<file path="src/sv/wsfd_pkg.sv">
`timescale 1ns / 1ps

package wsfd_pkg;

    // Queue between the parser and the output stage
    localparam int QUEUE_DEPTH = 4;
    localparam int QPTR_W      = 2;
    localparam int QCNT_W      = 3;

    // Header field layout
    localparam logic [7:0] OPCODE_MASK   = 8'h0F;
    localparam logic [7:0] MASK_FLAG     = 8'h80;
    localparam logic [7:0] LEN7_MASK     = 8'h7F;
    localparam logic [6:0] LEN_EXT16     = 7'd126;
    localparam logic [6:0] LEN_EXT64     = 7'd127;
    localparam logic [3:0] EXT16_BYTES   = 4'd2;
    localparam logic [3:0] EXT64_BYTES   = 4'd8;
    localparam logic [3:0] KEY_BYTES     = 4'd4;
    localparam logic [15:0] MAX_LEN_RST  = 16'd8176;
    localparam int CFG_W                 = 16;

    // One classified result on its way to the output stage
    typedef struct packed {
        logic [7:0] data;
        logic [7:0] key;
        logic [3:0] opcode;
        logic       last;
        logic       payload;
        logic       err;
    } wsfd_item_t;

endpackage

</file>
<file path="src/sv/wsfd_front.sv">
`timescale 1ns / 1ps

module wsfd_front #(
    parameter int LENGTH_BITS = 64
) (
    input  logic                        clk,
    input  logic                        rst_n,
    input  logic                        cfg_valid,
    output logic                        cfg_ready,
    input  logic [wsfd_pkg::CFG_W-1:0]  cfg_data,
    input  logic                        in_valid,
    output logic                        in_ready,
    input  logic [7:0]                  in_byte,
    input  logic                        in_restart,
    input  logic                        q_full,
    output logic                        push,
    output wsfd_pkg::wsfd_item_t        push_item
);
    import wsfd_pkg::*;

    localparam logic [2:0] PH_HDR0 = 3'd0;
    localparam logic [2:0] PH_HDR1 = 3'd1;
    localparam logic [2:0] PH_EXT  = 3'd2;
    localparam logic [2:0] PH_MASK = 3'd3;
    localparam logic [2:0] PH_DATA = 3'd4;
    localparam logic [2:0] PH_HALT = 3'd5;

    logic [CFG_W-1:0]       max_len_reg;
    logic [2:0]             phase_reg, phase_next;
    logic [3:0]             opcode_reg, opcode_next;
    logic                   mask_reg, mask_next;
    logic [3:0]             ext_reg, ext_next;
    logic [LENGTH_BITS-1:0] dlen_reg, dlen_next;
    logic [15:0]            rem_reg, rem_next;
    logic [31:0]            key_reg, key_next;
    logic [1:0]             kidx_reg, kidx_next;
    logic                   ovf_reg, ovf_next;

    logic                   accept;
    logic                   do_len_done;
    logic                   do_begin;
    logic [LENGTH_BITS-1:0] ld_len;
    logic                   ld_ovf;
    logic                   ld_mask;
    logic [LENGTH_BITS-1:0] bp_len;
    logic [7:0]             key_byte;

    assign cfg_ready = 1'b1;
    assign in_ready  = !q_full;
    assign accept    = in_valid && !q_full;

    // Key byte for the current payload position, most significant first
    always_comb
    begin
        case (kidx_reg)
            2'd0:    key_byte = key_reg[31:24];
            2'd1:    key_byte = key_reg[23:16];
            2'd2:    key_byte = key_reg[15:8];
            default: key_byte = key_reg[7:0];
        endcase
    end

    // Header parser
    always_comb
    begin
        phase_next  = phase_reg;
        opcode_next = opcode_reg;
        mask_next   = mask_reg;
        ext_next    = ext_reg;
        dlen_next   = dlen_reg;
        rem_next    = rem_reg;
        key_next    = key_reg;
        kidx_next   = kidx_reg;
        ovf_next    = ovf_reg;
        do_len_done = 1'b0;
        do_begin    = 1'b0;
        ld_len      = dlen_reg;
        ld_ovf      = ovf_reg;
        ld_mask     = mask_reg;
        bp_len      = dlen_reg;
        push        = 1'b0;
        push_item         = '0;
        push_item.opcode  = opcode_reg;

        if (accept)
        begin
            if (in_restart)
            begin
                phase_next = PH_HDR0;
                ext_next   = '0;
                rem_next   = '0;
                kidx_next  = '0;
                ovf_next   = 1'b0;
            end
            else
            begin
                case (phase_reg)
                    PH_HDR1:
                    begin
                        mask_next = (in_byte & MASK_FLAG) != 8'd0;
                        key_next  = '0;
                        ovf_next  = 1'b0;
                        if (in_byte[6:0] == LEN_EXT16)
                        begin
                            dlen_next  = '0;
                            ext_next   = EXT16_BYTES;
                            phase_next = PH_EXT;
                        end
                        else if (in_byte[6:0] == LEN_EXT64)
                        begin
                            dlen_next  = '0;
                            ext_next   = EXT64_BYTES;
                            phase_next = PH_EXT;
                        end
                        else
                        begin
                            dlen_next   = LENGTH_BITS'(in_byte & LEN7_MASK);
                            do_len_done = 1'b1;
                            ld_len      = dlen_next;
                            ld_ovf      = 1'b0;
                            ld_mask     = mask_next;
                        end
                    end
                    PH_EXT:
                    begin
                        ovf_next  = ovf_reg ||
                                    (dlen_reg[LENGTH_BITS-1:LENGTH_BITS-8] != 8'd0);
                        dlen_next = {dlen_reg[LENGTH_BITS-9:0], in_byte};
                        ext_next  = ext_reg - 4'd1;
                        if (ext_next == 4'd0)
                        begin
                            do_len_done = 1'b1;
                            ld_len      = dlen_next;
                            ld_ovf      = ovf_next;
                            ld_mask     = mask_reg;
                        end
                    end
                    PH_MASK:
                    begin
                        key_next = {key_reg[23:0], in_byte};
                        ext_next = ext_reg - 4'd1;
                        if (ext_next == 4'd0)
                        begin
                            do_begin = 1'b1;
                            bp_len   = dlen_reg;
                        end
                    end
                    PH_DATA:
                    begin
                        kidx_next         = kidx_reg + 2'd1;
                        rem_next          = rem_reg - 16'd1;
                        push              = 1'b1;
                        push_item.data    = in_byte;
                        push_item.key     = key_byte;
                        push_item.payload = 1'b1;
                        if (rem_reg == 16'd1)
                        begin
                            push_item.last = 1'b1;
                            phase_next     = PH_HDR0;
                        end
                    end
                    PH_HALT:
                    begin
                        phase_next = PH_HALT;
                    end
                    default:
                    begin
                        opcode_next = in_byte[3:0] & OPCODE_MASK[3:0];
                        phase_next  = PH_HDR1;
                    end
                endcase

                // Length complete: limit check, then key or payload
                if (do_len_done)
                begin
                    if (ld_ovf || (ld_len > LENGTH_BITS'(max_len_reg)))
                    begin
                        phase_next    = PH_HALT;
                        push          = 1'b1;
                        push_item.err = 1'b1;
                    end
                    else if (ld_mask)
                    begin
                        ext_next   = KEY_BYTES;
                        phase_next = PH_MASK;
                    end
                    else
                    begin
                        do_begin = 1'b1;
                        bp_len   = ld_len;
                    end
                end

                // Payload start; an empty frame gives one end marker
                if (do_begin)
                begin
                    if (bp_len == '0)
                    begin
                        phase_next     = PH_HDR0;
                        push           = 1'b1;
                        push_item.last = 1'b1;
                    end
                    else
                    begin
                        rem_next   = bp_len[15:0];
                        kidx_next  = '0;
                        phase_next = PH_DATA;
                    end
                end
            end
        end
    end

    // State registers
    always_ff @(posedge clk or negedge rst_n)
    begin
        if (!rst_n)
        begin
            max_len_reg <= MAX_LEN_RST;
            phase_reg   <= PH_HDR0;
            opcode_reg  <= '0;
            mask_reg    <= 1'b0;
            ext_reg     <= '0;
            dlen_reg    <= '0;
            rem_reg     <= '0;
            key_reg     <= '0;
            kidx_reg    <= '0;
            ovf_reg     <= 1'b0;
        end
        else
        begin
            if (cfg_valid)
            begin
                max_len_reg <= cfg_data;
            end
            phase_reg  <= phase_next;
            opcode_reg <= opcode_next;
            mask_reg   <= mask_next;
            ext_reg    <= ext_next;
            dlen_reg   <= dlen_next;
            rem_reg    <= rem_next;
            key_reg    <= key_next;
            kidx_reg   <= kidx_next;
            ovf_reg    <= ovf_next;
        end
    end

endmodule

</file>
<file path="src/sv/wsfd_queue.sv">
`timescale 1ns / 1ps

module wsfd_queue (
    input  logic                  clk,
    input  logic                  rst_n,
    input  logic                  push,
    input  wsfd_pkg::wsfd_item_t  push_item,
    output logic                  full,
    input  logic                  pop,
    output logic                  head_valid,
    output wsfd_pkg::wsfd_item_t  head_item
);
    import wsfd_pkg::*;

    wsfd_item_t        slot_reg [QUEUE_DEPTH];
    logic [QPTR_W-1:0] wr_reg, rd_reg;
    logic [QCNT_W-1:0] cnt_reg, cnt_next;

    assign full       = cnt_reg == QCNT_W'(QUEUE_DEPTH);
    assign head_valid = cnt_reg != '0;
    assign head_item  = slot_reg[rd_reg];

    // Occupancy
    always_comb
    begin
        cnt_next = cnt_reg;
        if (push && !pop)
        begin
            cnt_next = cnt_reg + 1'b1;
        end
        else if (pop && !push)
        begin
            cnt_next = cnt_reg - 1'b1;
        end
    end

    // Pointers
    always_ff @(posedge clk or negedge rst_n)
    begin
        if (!rst_n)
        begin
            wr_reg  <= '0;
            rd_reg  <= '0;
            cnt_reg <= '0;
        end
        else
        begin
            if (push)
            begin
                wr_reg <= wr_reg + 1'b1;
            end
            if (pop)
            begin
                rd_reg <= rd_reg + 1'b1;
            end
            cnt_reg <= cnt_next;
        end
    end

    // Storage
    always_ff @(posedge clk)
    begin
        if (push)
        begin
            slot_reg[wr_reg] <= push_item;
        end
    end

`ifndef SYNTHESIS
    a_no_push_full: assert property (@(posedge clk) disable iff (!rst_n)
        push |-> !full)
        else $error("queue overrun");
    a_no_pop_empty: assert property (@(posedge clk) disable iff (!rst_n)
        pop |-> head_valid)
        else $error("queue underrun");
    a_cnt_track: assert property (@(posedge clk) disable iff (!rst_n)
        (push && !pop) |=> (cnt_reg == $past(cnt_reg) + 1'b1))
        else $error("queue count did not advance on push");
`endif

endmodule

</file>
<file path="src/sv/wsfd_back.sv">
`timescale 1ns / 1ps

module wsfd_back (
    input  logic                  clk,
    input  logic                  rst_n,
    input  logic                  head_valid,
    input  wsfd_pkg::wsfd_item_t  head_item,
    output logic                  pop,
    output logic                  out_valid,
    input  logic                  out_ready,
    output logic [7:0]            out_data,
    output logic                  out_pvalid,
    output logic [3:0]            out_op,
    output logic                  out_last,
    output logic                  out_err
);
    import wsfd_pkg::*;

    logic       valid_reg;
    logic [7:0] data_reg;
    logic       payload_reg;
    logic [3:0] opcode_reg;
    logic       last_reg;
    logic       err_reg;

    // Take the next item when the output register is free or draining
    assign pop = head_valid && (!valid_reg || out_ready);

    always_ff @(posedge clk or negedge rst_n)
    begin
        if (!rst_n)
        begin
            valid_reg <= 1'b0;
        end
        else if (!valid_reg || out_ready)
        begin
            valid_reg <= head_valid;
        end
    end

    // Unmask and register the result
    always_ff @(posedge clk)
    begin
        if (pop)
        begin
            data_reg    <= head_item.data ^ head_item.key;
            payload_reg <= head_item.payload;
            opcode_reg  <= head_item.opcode;
            last_reg    <= head_item.last;
            err_reg     <= head_item.err;
        end
    end

    assign out_valid  = valid_reg;
    assign out_data   = data_reg;
    assign out_pvalid = payload_reg;
    assign out_op     = opcode_reg;
    assign out_last   = last_reg;
    assign out_err    = err_reg;

endmodule

</file>
<file path="src/sv/websocket_frame_decoder.sv">
`timescale 1ns / 1ps
// WebSocket receive deframer.
// Input stream: one received byte per transaction on s_tdata; s_tuser high
// drops any partial frame, clears a length error and returns to the header
// (the byte is ignored and gives no result).
// Output stream: one transaction per payload byte (unmasked), one marker
// for an empty frame (m_tlast high, payload flag low) and one error marker
// when the declared length exceeds max_payload_len; after an error, bytes
// are dropped until restart. Header and mask key bytes give no output.
// cfg_valid/cfg_data writes max_payload_len (reset 8176); cfg_ready is
// always high. Write it only while the block is idle.
// Throughput: one byte per cycle while the queue is not full. An accepted
// byte is written into the queue, then moved into the output register
// once that register is free or draining; its result is then on the m side.
// A four-entry queue sits between parser and output register; when the
// receiver holds m_tready low the queue fills and s_tready then drops.
// Reset (rst_n low, asynchronous) empties the queue and the output and
// returns the parser to header byte zero.
module websocket_frame_decoder #(
    parameter int LENGTH_BITS = 64
) (
    input  logic                        clk,
    input  logic                        rst_n,
    input  logic                        cfg_valid,
    output logic                        cfg_ready,
    input  logic [wsfd_pkg::CFG_W-1:0]  cfg_data,    // max_payload_len
    input  logic                        s_tvalid,
    output logic                        s_tready,
    input  logic [7:0]                  s_tdata,     // [7:0] rx_byte
    input  logic                        s_tuser,     // [0] restart
    output logic                        m_tvalid,
    input  logic                        m_tready,
    output logic [7:0]                  m_tdata,     // [7:0] data_byte
    output logic [5:0]                  m_tuser,     // [0] payload_valid,
                                                     // [4:1] frame_opcode,
                                                     // [5] length_error
    output logic                        m_tlast      // frame_end
);
    import wsfd_pkg::*;

    logic       q_full;
    logic       push;
    wsfd_item_t push_item;
    logic       pop;
    logic       head_valid;
    wsfd_item_t head_item;
    logic       res_pvalid;
    logic [3:0] res_op;
    logic       out_err;

    wsfd_front #(
        .LENGTH_BITS (LENGTH_BITS)
    ) u_front (
        .clk        (clk),
        .rst_n      (rst_n),
        .cfg_valid  (cfg_valid),
        .cfg_ready  (cfg_ready),
        .cfg_data   (cfg_data),
        .in_valid   (s_tvalid),
        .in_ready   (s_tready),
        .in_byte    (s_tdata),
        .in_restart (s_tuser),
        .q_full     (q_full),
        .push       (push),
        .push_item  (push_item)
    );

    wsfd_queue u_queue (
        .clk        (clk),
        .rst_n      (rst_n),
        .push       (push),
        .push_item  (push_item),
        .full       (q_full),
        .pop        (pop),
        .head_valid (head_valid),
        .head_item  (head_item)
    );

    wsfd_back u_back (
        .clk         (clk),
        .rst_n       (rst_n),
        .head_valid  (head_valid),
        .head_item   (head_item),
        .pop         (pop),
        .out_valid   (m_tvalid),
        .out_ready   (m_tready),
        .out_data    (m_tdata),
        .out_pvalid  (res_pvalid),
        .out_op      (res_op),
        .out_last    (m_tlast),
        .out_err     (out_err)
    );

    assign m_tuser = {out_err, res_op, res_pvalid};

endmodule
</file>
<file path="config.mk">
export PLATFORM = sky130hd
export DESIGN_NAME = websocket_frame_decoder
export DESIGN_NICKNAME = d
export VERILOG_FILES = /design/src/sv/wsfd_pkg.sv /design/src/sv/wsfd_front.sv /design/src/sv/wsfd_queue.sv /design/src/sv/wsfd_back.sv /design/src/sv/websocket_frame_decoder.sv
export SDC_FILE = /design/constraint.sdc
export NUM_CORES = 1
export LEC_CHECK = 0
export ABC_CLOCK_PERIOD_IN_PS = 8900
export BUFFER_PORTS_ARGS = -buffer_cell sky130_fd_sc_hd__clkbuf_2
export CAP_MARGIN = 30
export CORE_MARGIN = 2
export CORE_UTILIZATION = 55
export CTS_BUF_LIST = sky130_fd_sc_hd__clkbuf_16
export DETAILED_ROUTE_END_ITERATION = 12
export PLACE_DENSITY = 0.72
export SLEW_MARGIN = 20
export SYNTH_ARGS = -nofsm -noshare
export SYNTH_HDL_FRONTEND = slang
export SYNTH_HIERARCHICAL = 1
export SYNTH_SLANG_ARGS = --single-unit
</file>
<file path="constraint.sdc">
create_clock -name clk -period 8.9 [get_ports clk]
set_input_delay 0.89 -clock clk [delete_from_list [all_inputs] [get_ports clk]]
set_output_delay 0.89 -clock clk [all_outputs]
set_load 0.05 [all_outputs]
</file>
==> results by group, run 1 <==
Setup path
  • R2R depth: 23
  • WP data arrival: 6.68 ns
  • Worst-path fanout max: 23
  • Crit path capture type: register
  • Critical setup path kind: reg2reg
  • Reg2Reg Setup Slack: 2.67 ns
  • Req. time, crit path: 9.35 ns
  • FF-to-FF End: u_queue/cnt_reg[2]
  • CP Launch Type: register
  • RR Startpoint: u_front/ext_reg[0]

Clock network
  • Setup bufs post-CTS: 0
  • Htree depth: 1
  • Clock latency on the worst-skew pair: 0.55 ns
  • Cts-stage hold buffer count: 0
  • Clock transition at path regs: 0.06 ns
  • Cts repair resizes: 0
  • Root Buffer: clkbuf_16
  • CTS tree: built
  • CTS sink count: 258
  • CTS buffer count: 27
  • Max clock buf depth: 3

STA
  • Setup violators final: 0
  • Setup TNS after final layout: 0 ns
  • Max_slew headroom: 38.6%
  • Pins over their slew limit: 0
  • RSZ-0062 raised after global routing: false
  • Final hold viol count: 0
  • Tcrit/Tclk final: 70.0%
  • Post-route minimum period: 6.23 ns
  • Worst slew pin tran: 0.921 ns
  • Clock skew: 0.0217 ns
  • Fmax achieved: 161 MHz

Placed design
  • GP Congestion: 0.921
  • PortBufs: 46
  • Area after DPL: 12600 sq um
  • DPL Wire Length: 18.5 mm
  • Placed cells: 1309

Min path
  • Hold WC Path Type: in2async

GRT
  • GR Util All Layers: 23.8%
  • Initial antenna violation count: 0
  • Total gr overflow: 0
  • Largest net degree at the start of global routing: 79
  • Vias in the first global route: 8074
  • First-pass GRT wire length: 44.8 mm

Layout
  • Area Growth Syn to Fin: 10.5%
  • Share of cells above drive strength 1: 15.3%
  • ANT cells: 0
  • Post-route non-filler standard cell count: 1360
  • Final core utilization: 61.8%
  • Final nets: 1119
  • Max FFs per register: 92
  • Design area: 13400 sq um

Logic synthesis
  • Synth Instances: 1032
  • EDFF count, synth: 107
  • Top cell type by total area after synthesis: dfrtp_1
  • Yosys cell types: 84
  • Top cells by area, synth: dfrtp_1 (29%), edfxtp_1 (26%), a22o_1 (4.9%)
  • Asr flop ratio synth: 58.5%
  • FF+latch count, synth: 258
  • Syn_nets: 1092
  • Post-synthesis sequential area ratio: 57.6%
  • Most frequent cell after synthesis: nand2_1
  • Area of the mapped netlist: 12200 sq um
  • Yosys top cell area share: 29.2%
  • Top FF cell, synth: dfrtp_1
  • Mean Syn Cell Area: 11.8 sq um
  • Ys Warns: 6
  • Synth cell count leaders: nand2_1 (147), dfrtp_1 (142), edfxtp_1 (107), o21ai_0 (81), a22o_1 (68)

Detailed routing
  • Drt pass-1 iters: 6
  • Final routed DRC violation total: 0
  • Routed wire length: 27.6 mm
  • WL/cell: 20.3 microns
  • Total number of vias: 8475
  • Initial DRC Count: 1136
  • Number of vias per cell: 6.23
  • Final ANT Viol Nets: 0

Power and ir drop
  • Lkg Pwr: 5.37 nW
  • Power density over the cells: 294 nW/um^2
  • Peak VDD IR: 0.234 mV

Floorplanning
  • Initial Utilization: 55.9%
  • Core footprint: 21800 sq um
  • IO Pins: 48
  • Die ar.: 23300 sq um
  • Die Span X: 153 microns
  • # rows: 54
  • Die height: 153 microns

Status
  • Status: finished, final reports clean

Flow run
  • Max cap viols: 0
-- placed cells by master, fill, tap and decap left out, types with 18 or more instances in the layout --
cell,instances
nand2_1,147
dfrtp_1,142
edfxtp_1,107
o21ai_0,81
a22o_1,68
nor2_1,56
clkbuf_2,45
inv_1,43
a21oi_1,37
ha_1,29
clkbuf_16,27
nor3_1,18
mux4_2,18
-- final cells by class --
| type | count | area [sq um] |
|---|---|---|
| Multi-Input combinational cell | 675 | 4720 |
| Sequential cell | 258 | 7000 |
| Fill cell | 1739 | 8310 |
| Clock buffer | 27 | 676 |
| Timing Repair Buffer | 61 | 392 |
| Clock inverter | 23 | 171 |
| Tap cell | 280 | 350 |
| Inverter | 36 | 135 |
-- routing by layer --
layer  GRT usage [%]  routed length, microns  vias up
li1                -                       -     3924
met1            36.7                   12600     4145
met2            35.8                   12500      359
met3            3.90                    1910       47
met4            5.56                     615        0
met5               0                       0        -
-- worst max-delay path, stage by stage (launching register included) --
cell,delay (ns)
dfrtp_1,0.46
inv_1,0.07
ha_1,0.23
nand2b_1,0.19
o41a_4,0.42
nor2_4,0.42
o32a_1,0.29
ha_1,0.26
nor2b_1,0.13
o211ai_1,0.16
a21oi_1,0.09
a211o_1,0.27
a31oi_1,0.30
nand4_2,0.26
a21oi_1,0.25
o22a_1,0.38
nand2_1,0.15
a31oi_1,0.54
ha_1,0.29
inv_1,0.07
fa_1,0.43
xor2_1,0.17
nor2_1,0.11
xor2_1,0.17
-- how the worst max path moves through the flow --
| stage | end | slack (ns) | startpoint |
|---|---|---|---|
| 6_report | u_queue/cnt_reg[2] | 2.67 | u_front/ext_reg[0] |
| 3_5_place_dp | u_queue/cnt_reg[2] | 2.79 | s_tdata[2] |
| 4_1_cts | u_queue/cnt_reg[2] | 2.77 | u_front/ext_reg[0] |
| 2_1_floorplan | u_queue/cnt_reg[2] | 3.48 | u_front/ext_reg[0] |
| 5_1_grt | u_queue/cnt_reg[2] | 2.33 | u_front/ext_reg[0] |
| 3_3_place_gp | u_queue/slot_reg[1][4] | 2.86 | s_tdata[2] |
-- where the power goes --
part | total [W] | internal (W) | switching (W) | leakage (nW)
Combinational | 0.00124 | 0.000459 | 0.000778 | 1.99
Sequential | 0.00165 | 0.00145 | 0.000202 | 2.93
Clock | 0.00107 | 0.000612 | 0.000456 | 0.445
Total | 0.00396 | 0.00252 | 0.00144 | 5.37
-- logic make-up (layout without fill, tap and decap cells) --
family	count (synthesis)	in the layout	share of synthesized area, %
fa+ha+maj	30	30	3.15
mux	45	45	6.41
compound gates	274	274	16.0
buf+inv	99	147	3.77
xor+xnor	14	14	1.01
other cells	1	1	0.0308
simple gates	311	311	12.1
flops	258	258	57.6
-- stage by stage --
stage | hold slack [ns] | power, W | setup slack, ns
CTS | 0.415 | 0.00397 | 2.77
global route | 0.435 | 0.00417 | 2.33
finish | 0.376 | 0.00396 | 2.67
detailed placement | 0.471 | 0.00289 | 2.79
floorplan | 0.449 | 0.00259 | 3.48
global placement | 0.464 | 0.00287 | 2.86
No activity file was read; power rests on OpenSTA's default activity.
==> run 2: changes to the inputs <==
--- a/config.mk
+++ b/config.mk
@@ -5,14 +5,14 @@
 export SDC_FILE = /design/constraint.sdc
 export NUM_CORES = 1
 export LEC_CHECK = 0
-export ABC_CLOCK_PERIOD_IN_PS = 8900
+export ABC_CLOCK_PERIOD_IN_PS = 5600
 export BUFFER_PORTS_ARGS = -buffer_cell sky130_fd_sc_hd__clkbuf_2
 export CAP_MARGIN = 30
 export CORE_MARGIN = 2
 export CORE_UTILIZATION = 55
 export CTS_BUF_LIST = sky130_fd_sc_hd__clkbuf_16
 export DETAILED_ROUTE_END_ITERATION = 12
-export PLACE_DENSITY = 0.72
+export PLACE_DENSITY = 0.75
 export SLEW_MARGIN = 20
 export SYNTH_ARGS = -nofsm -noshare
 export SYNTH_HDL_FRONTEND = slang
==> constraint.sdc (replaced) <==
create_clock -name clk -period 5.6 [get_ports clk]
set_input_delay 0.56 -clock clk [delete_from_list [all_inputs] [get_ports clk]]
set_output_delay 0.56 -clock clk [all_outputs]
set_load 0.05 [all_outputs]
==> results by group, run 2 (synthesis gave the netlist of run 1 again) <==
Power and ir drop
  • Power density over the cells: 484 nW/um^2 (was 294 nW/um^2)
  • Lkg Pwr: 5.53 nW (was 5.37 nW)
  • Peak VDD IR: 0.288 mV (was 0.234 mV)

Layout
  • Commonest non-fill, non-tap cell in the layout: nand2_1 (unchanged)
  • Post-route non-filler standard cell count: 1380 (was 1360)
  • Share of cells above drive strength 1: 17.5% (was 15.3%)
  • ANT cells: 0 (unchanged)
  • Max FFs per register: 92 (unchanged)
  • Fillers: 1683 (was 1739)
  • Commonest non-fill, non-tap cells in the layout: nand2_1 (147), dfrtp_1 (141), edfxtp_1 (107) (was nand2_1 (147), dfrtp_1 (142), edfxtp_1 (107))
  • Area Growth Syn to Fin: 13.1% (was 10.5%)
  • Final nets: 1138 (was 1119)

STA
  • Setup TNS after final layout: 0 ns (unchanged)
  • Tcrit/Tclk final: 93.8% (was 70.0%)
  • Fmax achieved: 190 MHz (was 161 MHz)
  • Worst slew pin tran: 0.794 ns (was 0.921 ns)
  • Pins over their slew limit: 0 (unchanged)
  • Post-route minimum period: 5.25 ns (was 6.23 ns)
  • Setup violators final: 0 (unchanged)
  • Max_slew headroom: 47.1% (was 38.6%)
  • Final hold viol count: 0 (unchanged)
  • Clock skew: 0.0119 ns (was 0.0217 ns)
  • RSZ-0062 raised after global routing: false (unchanged)

GRT
  • Top Usage Layer GRT: met2 (was met1)
  • Grt met2 use: 39.9% (was 35.8%)
  • Vias in the first global route: 8427 (was 8074)
  • Initial antenna violation count: 0 (unchanged)
  • Total gr overflow: 0 (unchanged)
  • GR Util All Layers: 24.6% (was 23.8%)
  • Largest net degree at the start of global routing: 99 (was 79)
  • Met1 Usage GRT: 34.4% (was 36.7%)
  • First-pass GRT wire length: 46.1 mm (was 44.8 mm)
  • Met3 Use GR: 2.99% (was 3.90%)

Setup path
  • Critical setup path kind: reg2reg (unchanged)
  • Req. time, crit path: 6.07 ns (was 9.35 ns)
  • Worst-path fanout max: 20 (was 23)
  • WP data arrival: 5.73 ns (was 6.68 ns)
  • Crit path capture type: register (unchanged)
  • Worst Setup SP: u_front/ext_reg[1] (was u_front/ext_reg[0])
  • Worst Setup EP: u_queue/cnt_reg[2] (unchanged)
  • RR Startpoint: u_front/ext_reg[1] (was u_front/ext_reg[0])
  • FF-to-FF End: u_queue/cnt_reg[2] (unchanged)
  • Reg2Reg Setup Slack: 0.35 ns (was 2.67 ns)
  • CP Launch Type: register (unchanged)
  • R2R depth: 24 (was 23)

Min path
  • Hold WC Path Type: in2reg (was in2async)

Floorplanning
  • Die height: 153 microns (unchanged)
  • Die Span X: 153 microns (unchanged)
  • # rows: 54 (unchanged)
  • Initial Utilization: 55.9% (unchanged)
  • Core footprint: 21800 sq um (unchanged)
  • IO Pins: 48 (unchanged)
  • Die ar.: 23300 sq um (unchanged)

Detailed routing
  • Number of vias per cell: 6.30 (was 6.23)
  • WL/cell: 20.8 microns (was 20.3 microns)
  • Final routed DRC violation total: 0 (unchanged)
  • Total number of vias: 8689 (was 8475)
  • Final ANT Viol Nets: 0 (unchanged)
  • Initial DRC Count: 886 (was 1136)
  • Drt pass-1 iters: 7 (was 6)
  • Routed wire length: 28.7 mm (was 27.6 mm)

Clock network
  • CTS tree: built (unchanged)
  • CTS sink count: 258 (unchanged)
  • Max clock buf depth: 3 (unchanged)
  • Clock latency on the worst-skew pair: 0.55 ns (about the same)
  • Clock transition at path regs: 0.06 ns (about the same)
  • Htree depth: 1 (unchanged)
  • CTS buffer count: 28 (was 27)
  • Root Buffer: clkbuf_16 (unchanged)

Placed design
  • PortBufs: 46 (unchanged)
  • DPL Wire Length: 18.8 mm (was 18.5 mm)
  • GP Congestion: 0.992 (was 0.921)
  • Placed cells: 1321 (was 1309)

Flow run
  • Max cap viols: 0 (unchanged)

Status
  • Status: finished, final reports clean (unchanged)
## run 2: through the flow
step | cell area (sq um) | util [%] | power [W] | hold slack [ns] | setup slack (ns)
global placement | 12600 | 58.1 | 0.00456 | 0.461 | 0.409
finish | 13800 | 63.3 | 0.00667 | 0.211 | 0.348
global route | 13800 | 63.3 | 0.00700 | 0.222 | 0.0121
detailed placement | 12600 | 58.1 | 0.00462 | 0.470 | 0.249
CTS | 13700 | 62.8 | 0.00662 | 0.154 | 0.216
floorplan | 12200 | - | 0.00411 | 0.264 | 0.180
## run 2: area by class of cell
class | instances | area, sq um | share of cell area [%]
sequential | 258 | 7000 | 50.9
multi-input combinational | 675 | 4740 | 34.4
clock buffer | 28 | 701 | 5.09
timing repair buffer | 79 | 522 | 3.79
tap | 280 | 350 | 2.54
clock inverter | 24 | 315 | 2.29
inverter | 36 | 135 | 0.982
## run 2: worst min path at each step
stage,depth (start not counted),start,slack [ns],to
6_report,3,cfg_data[8],0.21,u_front/max_len_reg[8]
5_1_grt,3,cfg_data[8],0.22,u_front/max_len_reg[8]
4_1_cts,1,rst_n,0.15,u_front/dlen_reg[56]
3_5_place_dp,2,u_front/key_reg[29],0.47,u_front/key_reg[29]
3_3_place_gp,2,u_front/key_reg[25],0.46,u_front/key_reg[25]
2_1_floorplan,0,rst_n,0.26,u_back/out_valid
## run 2: worst max-delay path, cell delays in order (launching register included)
cell and delay [ns]:
dfrtp_1 0.42, inv_1 0.09, ha_1 0.22, nand2b_1 0.19, o41a_4 0.42, nor2_4 0.15, buf_4 0.24, nand2_1 0.07
o21ai_0 0.12, ha_1 0.30, a21oi_1 0.15, a21boi_0 0.10, o31a_1 0.30, a31oi_2 0.22, nand4_2 0.26, nor3_1 0.26
o22a_1 0.17, nand2_1 0.10, a31oi_1 0.25, ha_1 0.23, inv_1 0.07, fa_1 0.43, xor2_1 0.17, nor2_1 0.11
xor2_1 0.15
## run 2: report_power, final
group	leakage, nW	switching (W)	internal (W)
sequential	2.93	0.000325	0.00230
combinational	2.08	0.00127	0.000778
clock	0.522	0.000753	0.00124
## run 2: what timing repair did
item                                    in CTS  in global routing
endpoints found under the hold margin        0                 36
endpoints found under the setup margin       0                 65
resized for setup                            0                  4
setup buffers                                0                  4
hold buffers                                 0                  1
## run 2: metal layers
metal	wire, microns	vias up
li1	-	3949
met1	11900	4306
met2	13900	354
met3	1820	80
met4	1150	0
met5	0	-
==> run 3: changes to the inputs <==
--- a/config.mk
+++ b/config.mk
@@ -8,7 +8,7 @@
 export ABC_CLOCK_PERIOD_IN_PS = 5600
 export BUFFER_PORTS_ARGS = -buffer_cell sky130_fd_sc_hd__clkbuf_2
 export CAP_MARGIN = 30
-export CORE_MARGIN = 2
+export CORE_MARGIN = 5
 export CORE_UTILIZATION = 55
 export CTS_BUF_LIST = sky130_fd_sc_hd__clkbuf_16
 export DETAILED_ROUTE_END_ITERATION = 12
==> constraint.sdc (replaced) <==
create_clock -name clk -period 5.6 [get_ports clk]
set_input_delay 0.84 -clock clk [delete_from_list [all_inputs] [get_ports clk]]
set_output_delay 0.84 -clock clk [all_outputs]
set_load 0.05 [all_outputs]
==> results by group, run 3 (synthesis gave the netlist of run 1 again) <==
Detailed routing
  • Metal2 WL: 13.8 mm (was 13.9 mm)
  • Initial DRC Count: 843 (was 886)
  • Length of routed met3 wiring: 1.62 mm (was 1.82 mm)
  • Final routed DRC violation total: 0 (unchanged)
  • Routed length on met1: 12.0 mm (was 11.9 mm)
  • Number of vias per cell: 6.28 (was 6.30)
  • WL/cell: 20.8 microns (about the same)
  • Top layer in use: met4 (unchanged)
  • Final ANT Viol Nets: 0 (unchanged)
  • Drt pass-1 iters: 7 (unchanged)
  • Total number of vias: 8618 (was 8689)
  • Routed wire length: 28.5 mm (was 28.7 mm)

Setup path
  • Critical path cell sequence: inv_1 > ha_1 > nand2b_1 > o41a_4 > nor2_4 > buf_6 > nand2_1 > o21ai_0 > ha_1 > a21oi_1 > a21boi_0 > o31a_1 > a31oi_2 > nand4_4 > a21oi_1 > o22a_1 > nand2_1 > a31oi_2 > ha_1 > inv_1 > fa_1 > xor2_1 > nor2_1 > xor2_1 (was inv_1 > ha_1 > nand2b_1 > o41a_4 > nor2_4 > buf_4 > nand2_1 > o21ai_0 > ha_1 > a21oi_1 > a21boi_0 > o31a_1 > a31oi_2 > nand4_2 > nor3_1 > o22a_1 > nand2_1 > a31oi_1 > ha_1 > inv_1 > fa_1 > xor2_1 > nor2_1 > xor2_1)
  • FF-to-FF End: u_queue/cnt_reg[2] (unchanged)
  • Worst Setup SP: u_front/ext_reg[0] (was u_front/ext_reg[1])
  • Reg2Reg Setup Slack: 0.31 ns (was 0.35 ns)
  • R2R depth: 24 (unchanged)
  • Crit path capture type: register (unchanged)
  • Slowest-stage cell, CP: dfrtp_2 (was fa_1)
  • Worst-path fanout max: 20 (unchanged)
  • Worst Setup EP: u_queue/cnt_reg[2] (unchanged)
  • Critical setup path kind: reg2reg (unchanged)
  • Crit-path most repeated cell: ha_1 (unchanged)
  • WP data arrival: 5.73 ns (about the same)
  • Req. time, crit path: 6.04 ns (was 6.07 ns)
  • RR Startpoint: u_front/ext_reg[0] (was u_front/ext_reg[1])
  • Critical Path Max Stage Delay: 0.44 ns (was 0.43 ns)
  • CP Launch Type: register (unchanged)

STA
  • Max_slew headroom: 37.5% (was 47.1%)
  • Final Worst Setup Slack: 0.308 ns (was 0.348 ns)
  • Final hold viol count: 0 (unchanged)
  • Post-route minimum period: 5.29 ns (was 5.25 ns)
  • Clock skew: 0.0148 ns (was 0.0119 ns)
  • Pins over their slew limit: 0 (unchanged)
  • Tcrit/Tclk final: 94.5% (was 93.8%)
  • Setup violators final: 0 (unchanged)
  • Worst slew pin tran: 0.937 ns (was 0.794 ns)
  • Fmax achieved: 189 MHz (was 190 MHz)

Clock network
  • Htree depth: 1 (unchanged)
  • Clock latency on the worst-skew pair: 0.52 ns (was 0.55 ns)
  • Root Buffer: clkbuf_16 (unchanged)
  • CTS sink count: 258 (unchanged)
  • Cts-stage hold buffer count: 0 (unchanged)
  • Max clock buf depth: 3 (unchanged)
  • Clock transition at path regs: 0.07 ns (was 0.06 ns)
  • CTS tree: built (unchanged)
  • CTS buffer count: 26 (was 28)
  • Setup bufs post-CTS: 0 (unchanged)
  • Cts repair resizes: 0 (unchanged)

Floorplanning
  • Initial Utilization: 55.8% (was 55.9%)
  • IO Pins: 48 (unchanged)
  • Core footprint: 21800 sq um (about the same)
  • Die Span X: 159 microns (was 153 microns)
  • Die height: 159 microns (was 153 microns)
  • # rows: 54 (unchanged)
  • Die ar.: 25200 sq um (was 23300 sq um)

Placed design
  • PortBufs: 46 (unchanged)
  • Placement Setup Slack: 0.120 ns (was 0.249 ns)
  • Area after DPL: 12700 sq um (was 12600 sq um)
  • GP Congestion: 0.900 (was 0.992)
  • DPL Wire Length: 19.0 mm (was 18.8 mm)

Power and ir drop
  • Peak VDD IR: 0.241 mV (was 0.288 mV)
  • Power density over the cells: 468 nW/um^2 (was 484 nW/um^2)
  • Lkg Pwr: 5.42 nW (was 5.53 nW)

Layout
  • Sequential cell area: 7010 sq um (was 7000 sq um)
  • Final nets: 1132 (was 1138)
  • Fillers: 1686 (was 1683)
  • Commonest non-fill, non-tap cells in the layout: nand2_1 (147), dfrtp_1 (140), edfxtp_1 (107) (was nand2_1 (147), dfrtp_1 (141), edfxtp_1 (107))
  • Commonest non-fill, non-tap cell in the layout: nand2_1 (unchanged)
  • Area Growth Syn to Fin: 11.5% (was 13.1%)
  • ANT cells: 0 (unchanged)
  • Share of cells above drive strength 1: 17.0% (was 17.5%)
  • Multi-input logic area: 4760 sq um (was 4740 sq um)
  • Design area: 13600 sq um (was 13800 sq um)
  • Max FFs per register: 92 (unchanged)

GRT
  • First-pass GRT wire length: 46.3 mm (was 46.1 mm)
  • Vias in the first global route: 8458 (was 8427)
  • Largest net degree at the start of global routing: 97 (was 99)
  • Initial antenna violation count: 0 (unchanged)
  • Total gr overflow: 0 (unchanged)
  • GR Util All Layers: 22.1% (was 24.6%)

Min path
  • Hold WC Path Type: in2async (was in2reg)

Status
  • Status: finished, final reports clean (unchanged)

Flow run
  • Max cap viols: 0 (unchanged)
==> run 3: changes by cell type in the layout (fill, tap and decap cells not counted), moves of 2 or more <==
cell       previous run  this run
inv_1                43        38
buf_4                29        26
clkinv_4              0         2
clkinv_1              1         6
bufinv_16             7         2
==> run 3: worst min path at each step <==
stage                   startpoint                       to  slack [ns]  depth (start not counted)
2_1_floorplan   u_queue/cnt_reg[2]       u_queue/cnt_reg[2]        0.45                          1
3_3_place_gp   u_front/key_reg[29]      u_front/key_reg[29]        0.46                          2
3_5_place_dp   u_front/key_reg[29]      u_front/key_reg[29]        0.47                          2
4_1_cts                      rst_n   u_front/max_len_reg[1]        0.45                          1
5_1_grt                      rst_n  u_front/max_len_reg[13]        0.16                          1
6_report                     rst_n  u_front/max_len_reg[13]        0.15                          1
==> run 3: metal layers <==
metal	track usage [%]	vias up
li1	-	3944
met1	31.3	4273
met2	35.7	332
met3	2.67	69
met4	7.90	0
met5	0	-
==> run 3: final cells by class <==
class	instances	area share, %
clock inverter	21	1.17
multi-input combinational	675	35.1
timing repair buffer	75	3.58
tap	280	2.58
sequential	258	51.6
inverter	36	0.996
clock buffer	27	4.98
==> run 3: metrics by stage <==
| step | TNS [ns] | instances | hold WS, ns | util, % | power (W) |
|---|---|---|---|---|---|
| after floorplan | 0 | 1032 | 0.449 | - | 0.00411 |
| after global placement | 0 | 1322 | 0.462 | 58.0 | 0.00459 |
| after detailed placement | 0 | 1323 | 0.470 | 58.0 | 0.00464 |
| after CTS | 0 | 1371 | 0.450 | 61.9 | 0.00634 |
| after global routing | -0.00966 | 1372 | 0.157 | 62.2 | 0.00668 |
| final | 0 | 1372 | 0.149 | 62.2 | 0.00635 |
==> run 3: critical path, delay by kind of cell (launching register included) <==
family	cells	cell delay (ns)
AO/OA/AOI/OAI	9	2.05
XOR/XNOR	2	0.33
adder cells (fa/ha/maj)	4	1.20
buffers and inverters	3	0.34
flip-flops	1	0.44
AND/OR/NAND/NOR	6	0.84
==> run 3: where the power goes <==
group	switching (W)	leakage, nW	internal (W)
registers	0.000301	2.93	0.00230
clock network	0.000722	0.425	0.000968
logic	0.00129	2.07	0.000760
total	0.00232	5.42	0.00403
